**config.mk**
```make
export PLATFORM = sky130hd
export DESIGN_NAME = gregorian_date_decrement_core
export DESIGN_NICKNAME = d
export VERILOG_FILES = /design/src/hdl/gdd_pkg.sv /design/src/hdl/gdd_ctrl.sv /design/src/hdl/gdd_datapath.sv /design/src/hdl/gregorian_date_decrement_core.sv
export SDC_FILE = /design/constraint.sdc
export NUM_CORES = 1
export LEC_CHECK = 0
export BUFFER_PORTS_ARGS = -buffer_cell sky130_fd_sc_hd__buf_2
export CAP_MARGIN = 5
export CORE_AREA = 2 2 187 189
export DETAILED_ROUTE_END_ITERATION = 16
export DIE_AREA = 0 0 189 191
export GPL_ROUTABILITY_DRIVEN = 0
export PLACE_DENSITY = 0.49
export SYNTH_ARGS = -nofsm -noshare
export SYNTH_HDL_FRONTEND = slang
export SYNTH_SLANG_ARGS = --single-unit
```
**constraint.sdc**
```tcl
create_clock -name clk_i -period 6.2 [get_ports clk_i]
set_input_delay 0.93 -clock clk_i [delete_from_list [all_inputs] [get_ports clk_i]]
set_output_delay 0.93 -clock clk_i [all_outputs]
set_load 0.005 [all_outputs]
```
**src/hdl/gdd_pkg.sv**
```systemverilog
// Shared types, codes and calendar helpers for the date decrement core.
`default_nettype none

package gdd_pkg;

  localparam int YEAR_WIDTH = 16;
  localparam int FUNC_W     = 3;
  localparam int MONTH_W    = 4;
  localparam int DAY_W      = 5;
  localparam int COUNT_W    = 15;
  // Week mode runs up to seven times the count in day steps.
  localparam int CNT_W      = COUNT_W + 3;

  localparam logic [FUNC_W-1:0] FUNC_DAYS      = 3'd0;
  localparam logic [FUNC_W-1:0] FUNC_WEEKS     = 3'd1;
  localparam logic [FUNC_W-1:0] FUNC_MONTHS    = 3'd2;
  localparam logic [FUNC_W-1:0] FUNC_YEARS     = 3'd3;
  localparam logic [FUNC_W-1:0] FUNC_DECADES   = 3'd4;
  localparam logic [FUNC_W-1:0] FUNC_CENTURY   = 3'd5;
  localparam logic [FUNC_W-1:0] FUNC_MILLENNIUM = 3'd6;

  typedef struct packed {
    logic load;
    logic res_shift;
    logic step;
    logic out_load;
  } gdd_cmd_t;

  typedef struct packed {
    logic iter_req;
    logic res_done;
    logic cnt_zero;
  } gdd_sts_t;

  // 2^w mod 25, evaluated at elaboration only.
  function automatic int pow2_mod25(int w);
    int r;
    r = 1;
    for (int i = 0; i < w; i++) begin
      r = (r * 2) % 25;
    end
    return r;
  endfunction

  // Length of a month; anything outside 1..12 has no days.
  function automatic logic [DAY_W-1:0] days_of(logic [MONTH_W-1:0] m, logic leap);
    logic [DAY_W-1:0] len;
    case (m) inside
      4'd1, 4'd3, 4'd5, 4'd7, 4'd8, 4'd10, 4'd12: len = 5'd31;
      4'd4, 4'd6, 4'd9, 4'd11:                     len = 5'd30;
      4'd2:                                        len = leap ? 5'd29 : 5'd28;
      default:                                     len = 5'd0;
    endcase
    return len;
  endfunction

endpackage

`default_nettype wire

```
**src/hdl/gdd_ctrl.sv**
```systemverilog
// Sequencer for the date decrement core: load, residue, step, hand off.
`default_nettype none

module gdd_ctrl (
  input  wire              clk_i,
  input  wire              rst_ni,
  input  wire              in_valid_i,
  output logic             in_ready_o,
  output logic             out_valid_o,
  input  wire              out_ready_i,
  input  wire gdd_pkg::gdd_sts_t sts_i,
  output gdd_pkg::gdd_cmd_t cmd_o
);

  localparam logic [1:0] ST_IDLE   = 2'd0;
  localparam logic [1:0] ST_RES    = 2'd1;
  localparam logic [1:0] ST_STEP   = 2'd2;
  localparam logic [1:0] ST_FINISH = 2'd3;

  logic [1:0] state_q, state_d;
  logic       out_valid_q, out_valid_d;

  always_comb begin
    state_d = state_q;
    cmd_o   = '0;
    unique case (state_q)
      ST_IDLE: begin
        if (in_valid_i) begin
          cmd_o.load = 1'b1;
          state_d    = sts_i.iter_req ? ST_RES : ST_FINISH;
        end
      end
      ST_RES: begin
        cmd_o.res_shift = 1'b1;
        if (sts_i.res_done) begin
          state_d = ST_STEP;
        end
      end
      ST_STEP: begin
        if (sts_i.cnt_zero) begin
          state_d = ST_FINISH;
        end else begin
          cmd_o.step = 1'b1;
        end
      end
      ST_FINISH: begin
        // wait until the output word slot is free
        if (!out_valid_q || out_ready_i) begin
          cmd_o.out_load = 1'b1;
          state_d        = ST_IDLE;
        end
      end
      default: state_d = ST_IDLE;
    endcase
  end

  always_comb begin
    out_valid_d = out_valid_q;
    if (cmd_o.out_load) begin
      out_valid_d = 1'b1;
    end else if (out_ready_i) begin
      out_valid_d = 1'b0;
    end
  end

  always_ff @(posedge clk_i or negedge rst_ni) begin
    if (!rst_ni) begin
      state_q     <= ST_IDLE;
      out_valid_q <= 1'b0;
    end else begin
      state_q     <= state_d;
      out_valid_q <= out_valid_d;
    end
  end

  assign in_ready_o  = (state_q == ST_IDLE);
  assign out_valid_o = out_valid_q;

endmodule

`default_nettype wire

```
**src/hdl/gdd_datapath.sv**
```systemverilog
// Date registers, step counter, year mod-25 residue and output register.
`default_nettype none

module gdd_datapath #(
  parameter int YEAR_WIDTH = gdd_pkg::YEAR_WIDTH
) (
  input  wire                               clk_i,
  input  wire                               rst_ni,
  input  wire gdd_pkg::gdd_cmd_t            cmd_i,
  output gdd_pkg::gdd_sts_t                 sts_o,
  input  wire [gdd_pkg::FUNC_W-1:0]         func_i,
  input  wire [YEAR_WIDTH-1:0]              year_i,
  input  wire [gdd_pkg::MONTH_W-1:0]        month_i,
  input  wire [gdd_pkg::DAY_W-1:0]          day_i,
  input  wire [gdd_pkg::COUNT_W-1:0]        count_i,
  output logic [YEAR_WIDTH-1:0]             year_o,
  output logic [gdd_pkg::MONTH_W-1:0]       month_o,
  output logic [gdd_pkg::DAY_W-1:0]         day_o
);

  localparam int WIDE   = (YEAR_WIDTH > 19) ? YEAR_WIDTH : 19;
  localparam int K25    = gdd_pkg::pow2_mod25(YEAR_WIDTH);
  localparam int YP_W   = 40;
  localparam int FOLD_W = 13;
  // ceil(2^17 / 25): exact quotient for any folded value below 2^13
  localparam logic [FOLD_W-1:0] RECIP_25 = 13'd5243;
  // residue of a negative year that is a multiple of 25
  localparam logic [4:0] RES_NEG  = 5'(K25);
  // residue of the all-ones year reached when zero wraps
  localparam logic [4:0] RES_WRAP = 5'((K25 + 24) % 25);

  logic [gdd_pkg::FUNC_W-1:0]  mode_q;
  logic [YEAR_WIDTH-1:0]       year_q, year_d;
  logic [gdd_pkg::MONTH_W-1:0] month_q, month_d;
  logic [gdd_pkg::DAY_W-1:0]   day_q, day_d;
  logic [gdd_pkg::CNT_W-1:0]   cnt_q, cnt_d;
  logic [4:0]                  res_q, res_d;
  logic                        res_ph_q;
  logic [FOLD_W-1:0]           fold_q, fold_d;

  logic [YEAR_WIDTH-1:0]       out_year_q;
  logic [gdd_pkg::MONTH_W-1:0] out_month_q;
  logic [gdd_pkg::DAY_W-1:0]   out_day_q;

  logic [WIDE-1:0]             sub_wide;
  logic [gdd_pkg::CNT_W-1:0]   cnt_load;
  logic [YP_W-1:0]             year_pad;
  logic [2*FOLD_W-1:0]         quot_prod;
  logic [8:0]                  quot;
  logic [FOLD_W-1:0]           fold_rem;
  logic                        z25, leap;
  logic [gdd_pkg::MONTH_W-1:0] month_dec;
  logic [YEAR_WIDTH-1:0]       year_dec;
  logic [4:0]                  res_dec;

  // Subtrahend for the year-only modes.
  always_comb begin
    case (func_i)
      gdd_pkg::FUNC_YEARS:      sub_wide = WIDE'(count_i);
      gdd_pkg::FUNC_DECADES:    sub_wide = WIDE'({count_i, 3'b000}) + WIDE'({count_i, 1'b0});
      gdd_pkg::FUNC_CENTURY:    sub_wide = WIDE'(100);
      gdd_pkg::FUNC_MILLENNIUM: sub_wide = WIDE'(1000);
      default:                  sub_wide = '0;
    endcase
  end

  assign cnt_load = (func_i == gdd_pkg::FUNC_WEEKS)
                    ? ({count_i, 3'b000} - {3'b000, count_i})
                    : {3'b000, count_i};

  assign sts_o.iter_req = ((func_i == gdd_pkg::FUNC_DAYS) || (func_i == gdd_pkg::FUNC_WEEKS) ||
                           (func_i == gdd_pkg::FUNC_MONTHS)) && (count_i != '0);
  assign sts_o.res_done = !res_ph_q;
  assign sts_o.cnt_zero = (cnt_q == '0);

  // 1024 is -1 mod 25: alternate the 10-bit chunks, offset by 2050 to stay positive
  assign year_pad  = YP_W'(year_q);
  assign fold_d    = FOLD_W'(year_pad[9:0]) + FOLD_W'(year_pad[29:20])
                   + (FOLD_W'(1025) - FOLD_W'(year_pad[19:10]))
                   + (FOLD_W'(1025) - FOLD_W'(year_pad[39:30]));
  assign quot_prod = fold_q * RECIP_25;
  assign quot      = quot_prod[25:17];
  assign fold_rem  = fold_q - FOLD_W'({quot, 4'b0000}) - FOLD_W'({quot, 3'b000})
                   - FOLD_W'(quot);

  // Leap rule on the signed year: multiple of 400, or of 4 but not of 100.
  assign z25  = year_q[YEAR_WIDTH-1] ? (res_q == RES_NEG) : (res_q == 5'd0);
  assign leap = z25 ? (year_q[3:0] == 4'd0) : (year_q[1:0] == 2'd0);

  assign month_dec = month_q - 4'd1;
  assign year_dec  = year_q - YEAR_WIDTH'(1);
  assign res_dec   = (year_q == '0) ? RES_WRAP : ((res_q == 5'd0) ? 5'd24 : res_q - 5'd1);

  always_comb begin
    year_d  = year_q;
    month_d = month_q;
    day_d   = day_q;
    cnt_d   = cnt_q;
    res_d   = res_q;
    if (cmd_i.load) begin
      year_d  = year_i - sub_wide[YEAR_WIDTH-1:0];
      month_d = month_i;
      day_d   = day_i;
      cnt_d   = cnt_load;
      res_d   = 5'd0;
    end else if (cmd_i.res_shift) begin
      if (!res_ph_q) begin
        res_d = fold_rem[4:0];
      end
    end else if (cmd_i.step) begin
      cnt_d = cnt_q - 1'b1;
      if (mode_q == gdd_pkg::FUNC_MONTHS) begin
        if (month_q == 4'd1) begin
          year_d  = year_dec;
          res_d   = res_dec;
          month_d = 4'd12;
        end else begin
          month_d = month_dec;
        end
        // year only moves when landing in December, so the leap flag stays valid
        if (day_q == 5'd1) begin
          day_d = gdd_pkg::days_of(month_d, leap);
        end
      end else if (day_q == 5'd1) begin
        if (month_q == 4'd1) begin
          year_d  = year_dec;
          res_d   = res_dec;
          month_d = 4'd12;
          day_d   = 5'd31;
        end else begin
          month_d = month_dec;
          day_d   = gdd_pkg::days_of(month_dec, leap);
        end
      end else begin
        day_d = day_q - 5'd1;
      end
    end
  end

  // The residue pass first folds the year, then reduces the fold.
  always_ff @(posedge clk_i or negedge rst_ni) begin
    if (!rst_ni) begin
      res_ph_q <= 1'b0;
    end else if (cmd_i.load) begin
      res_ph_q <= 1'b1;
    end else if (cmd_i.res_shift) begin
      res_ph_q <= 1'b0;
    end
  end

  always_ff @(posedge clk_i) begin
    if (cmd_i.load) begin
      mode_q <= func_i;
    end
    if (cmd_i.res_shift && res_ph_q) begin
      fold_q <= fold_d;
    end
    year_q  <= year_d;
    month_q <= month_d;
    day_q   <= day_d;
    cnt_q   <= cnt_d;
    res_q   <= res_d;
    if (cmd_i.out_load) begin
      out_year_q  <= year_q;
      out_month_q <= month_q;
      out_day_q   <= day_q;
    end
  end

  assign year_o  = out_year_q;
  assign month_o = out_month_q;
  assign day_o   = out_day_q;

endmodule

`default_nettype wire

```
**src/hdl/gregorian_date_decrement_core.sv**
```systemverilog
// Top level of the Gregorian date decrement core.
// Moves a date back by a count of days, weeks, months, years or decades, or by one
// century or millennium, with the Gregorian leap rule and a year that wraps at
// YEAR_WIDTH bits. One word is in work at a time. Year, decade, century and
// millennium words, a zero count and the unused mode go from accept to the finish
// state and then to the result word. Day, week and month words first run a
// residue pass that folds the year and reduces it mod 25 for the leap test, then
// one day or month is stepped back each cycle, count times (seven times the count
// for weeks), before the finish state. The result sits in an output register, so
// a new word is taken while the previous result still waits for the sink.
`default_nettype none

module gregorian_date_decrement_core #(
  parameter int YEAR_WIDTH = gdd_pkg::YEAR_WIDTH
) (
  input  wire clk_i,
  input  wire rst_ni,
  input  wire s_tvalid_i,
  output logic s_tready_o,
  // func, year_in, month_in, day_in, step_count (low bit up), zero padded
  input  wire [((gdd_pkg::FUNC_W + YEAR_WIDTH + gdd_pkg::MONTH_W + gdd_pkg::DAY_W +
                 gdd_pkg::COUNT_W + 7) / 8) * 8 - 1:0] s_tdata_i,
  output logic m_tvalid_o,
  input  wire m_tready_i,
  // year_out, month_out, day_out (low bit up), zero padded
  output logic [((YEAR_WIDTH + gdd_pkg::MONTH_W + gdd_pkg::DAY_W + 7) / 8) * 8 - 1:0]
               m_tdata_o
);

  localparam int YEAR_LO  = gdd_pkg::FUNC_W;
  localparam int MONTH_LO = YEAR_LO + YEAR_WIDTH;
  localparam int DAY_LO   = MONTH_LO + gdd_pkg::MONTH_W;
  localparam int COUNT_LO = DAY_LO + gdd_pkg::DAY_W;
  localparam int OUT_W    = YEAR_WIDTH + gdd_pkg::MONTH_W + gdd_pkg::DAY_W;
  localparam int M_W      = ((OUT_W + 7) / 8) * 8;

  gdd_pkg::gdd_cmd_t           cmd;
  gdd_pkg::gdd_sts_t           sts;
  logic [YEAR_WIDTH-1:0]       year_out;
  logic [gdd_pkg::MONTH_W-1:0] month_out;
  logic [gdd_pkg::DAY_W-1:0]   day_out;

  gdd_ctrl u_ctrl (
    .clk_i       (clk_i),
    .rst_ni      (rst_ni),
    .in_valid_i  (s_tvalid_i),
    .in_ready_o  (s_tready_o),
    .out_valid_o (m_tvalid_o),
    .out_ready_i (m_tready_i),
    .sts_i       (sts),
    .cmd_o       (cmd)
  );

  gdd_datapath #(
    .YEAR_WIDTH (YEAR_WIDTH)
  ) u_datapath (
    .clk_i   (clk_i),
    .rst_ni  (rst_ni),
    .cmd_i   (cmd),
    .sts_o   (sts),
    .func_i  (s_tdata_i[gdd_pkg::FUNC_W-1:0]),
    .year_i  (s_tdata_i[MONTH_LO-1:YEAR_LO]),
    .month_i (s_tdata_i[DAY_LO-1:MONTH_LO]),
    .day_i   (s_tdata_i[COUNT_LO-1:DAY_LO]),
    .count_i (s_tdata_i[COUNT_LO+gdd_pkg::COUNT_W-1:COUNT_LO]),
    .year_o  (year_out),
    .month_o (month_out),
    .day_o   (day_out)
  );

  assign m_tdata_o = M_W'({day_out, month_out, year_out});

endmodule

`default_nettype wire

```
# Yosys cells after proc, flatten, opt, wreduce, memory -nomap -nowiden
# Index checks and enable logic that the tools add are counted.
# classes
multipliers,1
n_eq_ne,44
add_sub_neg,14
n_reduce_logical,29
mux,62
# ops
op,n
$mux 5,21
$mux 16,6
$mux 18,4
$pmux 16 s4,1
$eq 4x4->1 const B,10
$mux 4,10
$eq 4x3->1 const B,8
$mul 13x13->22 const B,1
$logic_not 18->1,1
$sub 18x1->18 const B,1
$sub 18x15->18,1
$add 16x16->16,1
$eq 4x2->1 const B,4
$logic_not 16->1,1
$sub 16x1->16 const B,1
$sub 16x16->16,1
$reduce_bool 15->1,1
$sub 5x5->5,3
$mux 1,14
$reduce_or 7->1,2
$add 10x13->13,1
$add 13x11->13 const B,1
$eq 4x1->1 const B,3
$sub 11x6->12 const A,1
27 further kinds,52
# totals
regBits,93
inputBits,52

# Longest topological paths before layout
# logic_depth
ltp_word,15
ltp_mapped,30

# Hierarchy
# Synthesis repeated with hierarchy kept, for this count alone.
# hier_totals
hier_cells,1081
hier_area_um2,10204.8
# modules_own_cells
module,area_per_inst_um2,cells_per_inst,instances,seq_area_each_um2
gdd_datapath,9865.7,1049,1,2617.5
gdd_ctrl,282.8,24,1,75.1
gregorian_date_decrement_core,56.3,8,1,0.0

# Worst setup path before layout
# Ideal clock, no wire load.
# synth_timing
path_type,register to register
from,reg u_datapath.fold_q[9]
to,reg u_datapath.res_q[4]
arrival_ns,6.405
path_stages_with_launch,27
synth_period_minus_slack_ns,6.525
required_ns,6.080
setup_time_ns,0.120
path_slack_ns,-0.325
cell_sequence,edfxtp_1 -> fa_1 -> ha_1 -> fa_1 -> fa_1 -> inv_1 -> fa_1 -> inv_1 -> ha_1 -> a21oi_1 -> o21ai_1 -> or3_1 -> o221ai_2 -> a21oi_1 -> a21oi_1 -> xnor2_1 -> ha_1 -> ha_1 -> inv_1 -> ha_1 -> a21oi_1 -> xnor2_1 -> xnor2_1 -> xnor2_1 -> xnor2_1 -> mux2i_1 -> a21oi_1
# synth_via
elab_chain_cells,6
# synth_rtl
element,line,source
start: declaration,gdd_datapath.sv:39,"logic [FOLD_W-1:0] fold_q, fold_d;"
start signal: assignment,gdd_datapath.sv:156,fold_q <= fold_d;
$mul 13x13->22 (*),gdd_datapath.sv:81,assign quot_prod = fold_q * RECIP_25;
$sub 5x5->5 (2 in a row),gdd_datapath.sv:83,"assign fold_rem = fold_q - FOLD_W'({quot, 4'b0000}) - FOLD_W'({quot, 3'b000})"
$sub 5x5->5 (*),gdd_datapath.sv:84,- FOLD_W'(quot);
$mux 5 (*),gdd_datapath.sv:107,if (!res_ph_q) begin
$mux 5 (*),gdd_datapath.sv:106,end else if (cmd_i.res_shift) begin
end signal: assignment,gdd_datapath.sv:162,res_q <= res_d;
end: declaration,gdd_datapath.sv:37,"logic [4:0] res_q, res_d;"
# Every way passes the cells marked *; elsewhere a longest branch is shown, timed or not. The select of a mux whose other input is x is not followed.
# A chain may end at the register's enable or synchronous reset.

# Final worst setup path
# layout_timing
from,reg u_datapath.fold_q[6]
to,reg u_datapath.res_q[4]
# The elaborated chain is that of the path after synthesis.

==> flow_metrics.py <==
metrics = {
    "finish": {
        "finish.utilization_pct": 34.59,
        "fillers": 3554,
        "drive_above_1_share_pct": 16.60,
        "num_antenna_cells": 0,
        "syn_to_final_growth_pct": 17.43,
        "nNetsFinal": 1445,
        "fin_area_um2": 11800,
        "final_cells": 1648,
    },
    "yosys": {
        "ys.flop_type": "edfxtp_1",
        "ys_types": 72,
        "ys_ff_latch": 92,
        "synth-compound-area-share_pct": 14.76,
        "synth_edf_count": 83,
        "yosysSeqAreaShare_pct": 26.79,
        "synthMuxAreaShare_pct": 0.7345,
        "synth_top_family_by_area": "adder cells",
        "yosysWarnings": 0,
        "postSynthAreaPerCell_um2": 9.376,
        "synth-simple-area-share_pct": 12.69,
        "syn_inst": 1072,
        "async_reset_ff_share_pct": 4.348,
        "syn_area_um2": 10050,
        "synth_xor_area_share_pct": 7.731,
        "synthAdderAreaFrac_pct": 29.55,
    },
    "timing": {
        "maxSlewHeadroom_pct": 50.09,
        "tightest_slew_ns": 0.7471,
        "slew_violations": 0,
        "finalHoldViolations": 0,
        "fin_crit_ns": 6.266,
        "period_share_pct": 101.1,
        "skew_ns": 0.01802,
        "max_freq_mhz": 159.6,
        "setup_slack_ns": -0.06597,
        "rsz0062_at_grt": "true",
        "setup_viol": 1,
    },
    "routing": {
        "first_iter_violations": 360,
        "wl_per_cell_um": 14.75,
        "finalWirelength_um": 24300,
        "dr.pass1.iters": 5,
        "vias": 7590,
        "viasPerCell": 4.606,
        "drc_errors": 0,
        "ant_nets": 0,
    },
    "setup_path": {
        "timing.rr.start": "u_datapath.fold_q[6]",
        "worst_ep_arrival_time_ns": 6.49,
        "crit_fanout": 4,
        "crit_end": "u_datapath.res_q[4]",
        "regToRegEndpoint": "u_datapath.res_q[4]",
        "worst-setup-path-type": "reg -> reg",
        "startpoint": "u_datapath.fold_q[6]",
        "cp.required_ns": 6.43,
        "r2r_slack_ns": -0.07,
        "worst_setup_path_end_kind": "register",
        "start_kind": "register",
        "rr_worst_depth": 25,
    },
    "global_routing": {
        "grt_pass1_wl_um": 39920,
        "grt_max_degree": 40,
        "grtUsageTotal_pct": 13.90,
        "globalRouteOverflowTotal": 0,
        "grt_pass1_vias": 7647,
        "antenna_found_initial": 0,
    },
    "die": {
        "initial_core_util_pct": 29.46,
        "ios": 86,
        "core_area_um2": 34120,
        "std_cell_rows": 68,
        "die_y_um": 191,
        "dieArea_um2": 36100,
        "dieWidth_um": 189,
    },
    "cts": {
        "clkLatencyLatePin_ns": 0.36,
        "holdBufCountCts": 0,
        "clock-sinks": 92,
        "cts_buffer_depth": 2,
        "numCtsBuffers": 9,
        "htree_levels": 3,
        "clk_root_buffer_cell": "clkbuf_16",
        "cts_tree": "yes",
        "path_clk_slew_ns": 0.08,
    },
    "min_path": {
        "min_path_type": "in -> async",
    },
    "placed_design": {
        "placedCellCount": 1622,
        "port_buffers": 73,
        "post-dp-hpwl_um": 19730,
        "placed_cell_area_um2": 11270,
    },
    "power_and_ir_drop": {
        "ir_drop_mv": 0.09714,
        "p_per_area_nw_per_um2": 123.5,
        "p_leak_nw": 5.235,
        "power_mw": 1.458,
    },
    "flow_run": {
        "drv_cap": 0,
    },
    "run_status": {
        "outcome": "finished, violations left",
        "violations": "negative setup slack",
    },
}
-- power by group --
| group | internal (mW) | leakage (nW) | switching [mW] |
|---|---|---|---|
| combinational | 0.110 | 4.21 | 0.142 |
| clock | 0.282 | 0.140 | 0.259 |
| sequential | 0.665 | 0.883 | 0.0000000000000000279 |
-- state kept, by name, summed over array words and instances (netlist names) --
register	count
u_datapath.mode_q	3
u_datapath.fold_q	12
u_datapath.cnt_q	18
u_datapath.year_q	16
u_ctrl.state_q	2
u_datapath.res_q	5
u_datapath.month_o	4
u_ctrl.out_valid_o	1
u_datapath.year_o	16
u_datapath.res_ph_q	1
u_datapath.day_o	5
u_datapath.month_q	4
u_datapath.day_q	5
-- area by class of cell --
cell class / instances / area, µm² / area share (%)
inverter: 170 / 638.1 / 5.407
multi-input combinational: 787 / 6820 / 57.79
timing repair buffer: 128 / 789.5 / 6.689
clock buffer: 9 / 225.2 / 1.908
clock inverter: 7 / 67.56 / 0.5725
tap: 455 / 569.3 / 4.823
sequential: 92 / 2693 / 22.81
-- worst max-delay path, cell delays in order, from the launching register on --
cell,delay (ns)
edfxtp_1,0.53
buf_6,0.18
ha_2,0.27
fa_1,0.59
fa_1,0.43
ha_1,0.29
inv_1,0.05
fa_1,0.53
inv_1,0.05
ha_2,0.20
a2111oi_4,0.42
a21oi_4,0.12
o31a_1,0.29
o31ai_4,0.28
inv_2,0.10
ha_4,0.25
ha_4,0.26
inv_2,0.03
ha_4,0.26
a21oi_2,0.05
xnor2_1,0.13
xnor2_1,0.19
xnor2_1,0.16
xnor2_1,0.17
mux2i_1,0.22
a21oi_1,0.08
-- per-stage QoR --
step | hold WS (ns) | setup WS [ns] | TNS (ns)
finish | 0.3613 | -0.06597 | -0.06597
global placement | 0.4798 | -0.1981 | -0.1981
floorplan | 0.4244 | -0.02607 | -0.02607
detailed placement | 0.4772 | -0.2738 | -0.2738
CTS | 0.3595 | -0.06243 | -0.06243
global route | 0.3693 | -0.2999 | -0.2999
-- cell usage in the layout, fill, tap and decap left out, types with 7 or more instances in the layout --
| cell | count |
|---|---|
| clkbuf_16 | 9 |
| o21ai_0 | 57 |
| ha_4 | 11 |
| a21oi_1 | 57 |
| nor3b_1 | 9 |
| nand2b_1 | 17 |
| nor4_1 | 13 |
| conb_1 | 7 |
| buf_4 | 52 |
| nand3_1 | 11 |
| ha_1 | 134 |
| and2_1 | 7 |
| a31oi_1 | 10 |
| inv_1 | 162 |
| edfxtp_1 | 83 |
| fa_1 | 53 |
| xnor2_1 | 67 |
| a22oi_1 | 11 |
| buf_2 | 73 |
| nor2_1 | 71 |
| nor2b_1 | 11 |
| or3_1 | 9 |
| xor2_1 | 18 |
| a21o_1 | 11 |
| nor3_1 | 23 |
| o31ai_1 | 7 |
| inv_2 | 7 |
| nand2_1 | 56 |
-- synthesized netlist by cell type (all sizes together), types with 7 or more instances --
library cell / count / area share, %
buf: 10 / 0.65
or3: 10 / 0.67
nor2: 72 / 2.7
nand2b: 17 / 1.1
nand2: 57 / 2.1
a21oi: 63 / 3.2
nor4: 14 / 0.93
nand3: 11 / 0.55
edfxtp: 83 / 25
o21ai: 64 / 3.2
ha: 151 / 19
fa: 54 / 11
o31ai: 10 / 1.1
xor2: 18 / 1.6
nor3: 23 / 1.1
a21o: 11 / 0.82
nor2b: 11 / 0.68
inv: 169 / 6.3
nor3b: 9 / 0.67
clkbuf: 19 / 0.71
a31oi: 10 / 0.62
and2: 7 / 0.44
xnor2: 68 / 5.9
a22oi: 11 / 0.82
-- kinds of logic after synthesis --
logic type | Yosys count
and+or+nand+nor | 254
other | 1
DFF | 92
adders and majority gates | 205
xor gates and xnor gates | 87
buffers and inverters | 199
AOI/OAI and AO/OA | 227
muxes | 7
-- routing by layer --
layer  part of all wire, %  track usage, %  vias up
li1                      -               -     3951
met1                    50           19.05     3527
met2                    47           23.85       95
met3                   2.1           1.157       17
met4                   1.2           2.975        0
met5                     0               0        -
-- worst min-delay path by stage --
stage / end / cells after the start / from / slack, ns
after global placement: u_datapath.day_o[1] / 0 / u_datapath.day_q[1] / 0.48
after floorplan: u_datapath.month_o[2] / 0 / u_datapath.month_q[2] / 0.42
after global routing: u_ctrl.out_valid_o / 1 / rst_ni / 0.37
after CTS: u_ctrl.out_valid_o / 1 / rst_ni / 0.36
final: u_ctrl.out_valid_o / 1 / rst_ni / 0.36
after detailed placement: u_datapath.day_o[1] / 0 / u_datapath.day_q[1] / 0.48
-- timing repair --
item,in CTS,in global routing
endpoints found under the hold margin,0,0
cloned,0,0
resized for setup,26,2
pin swaps,40,2
setup endpoints to repair,1,1
setup buffers,9,1
Power figures use the tool's default switching activity.
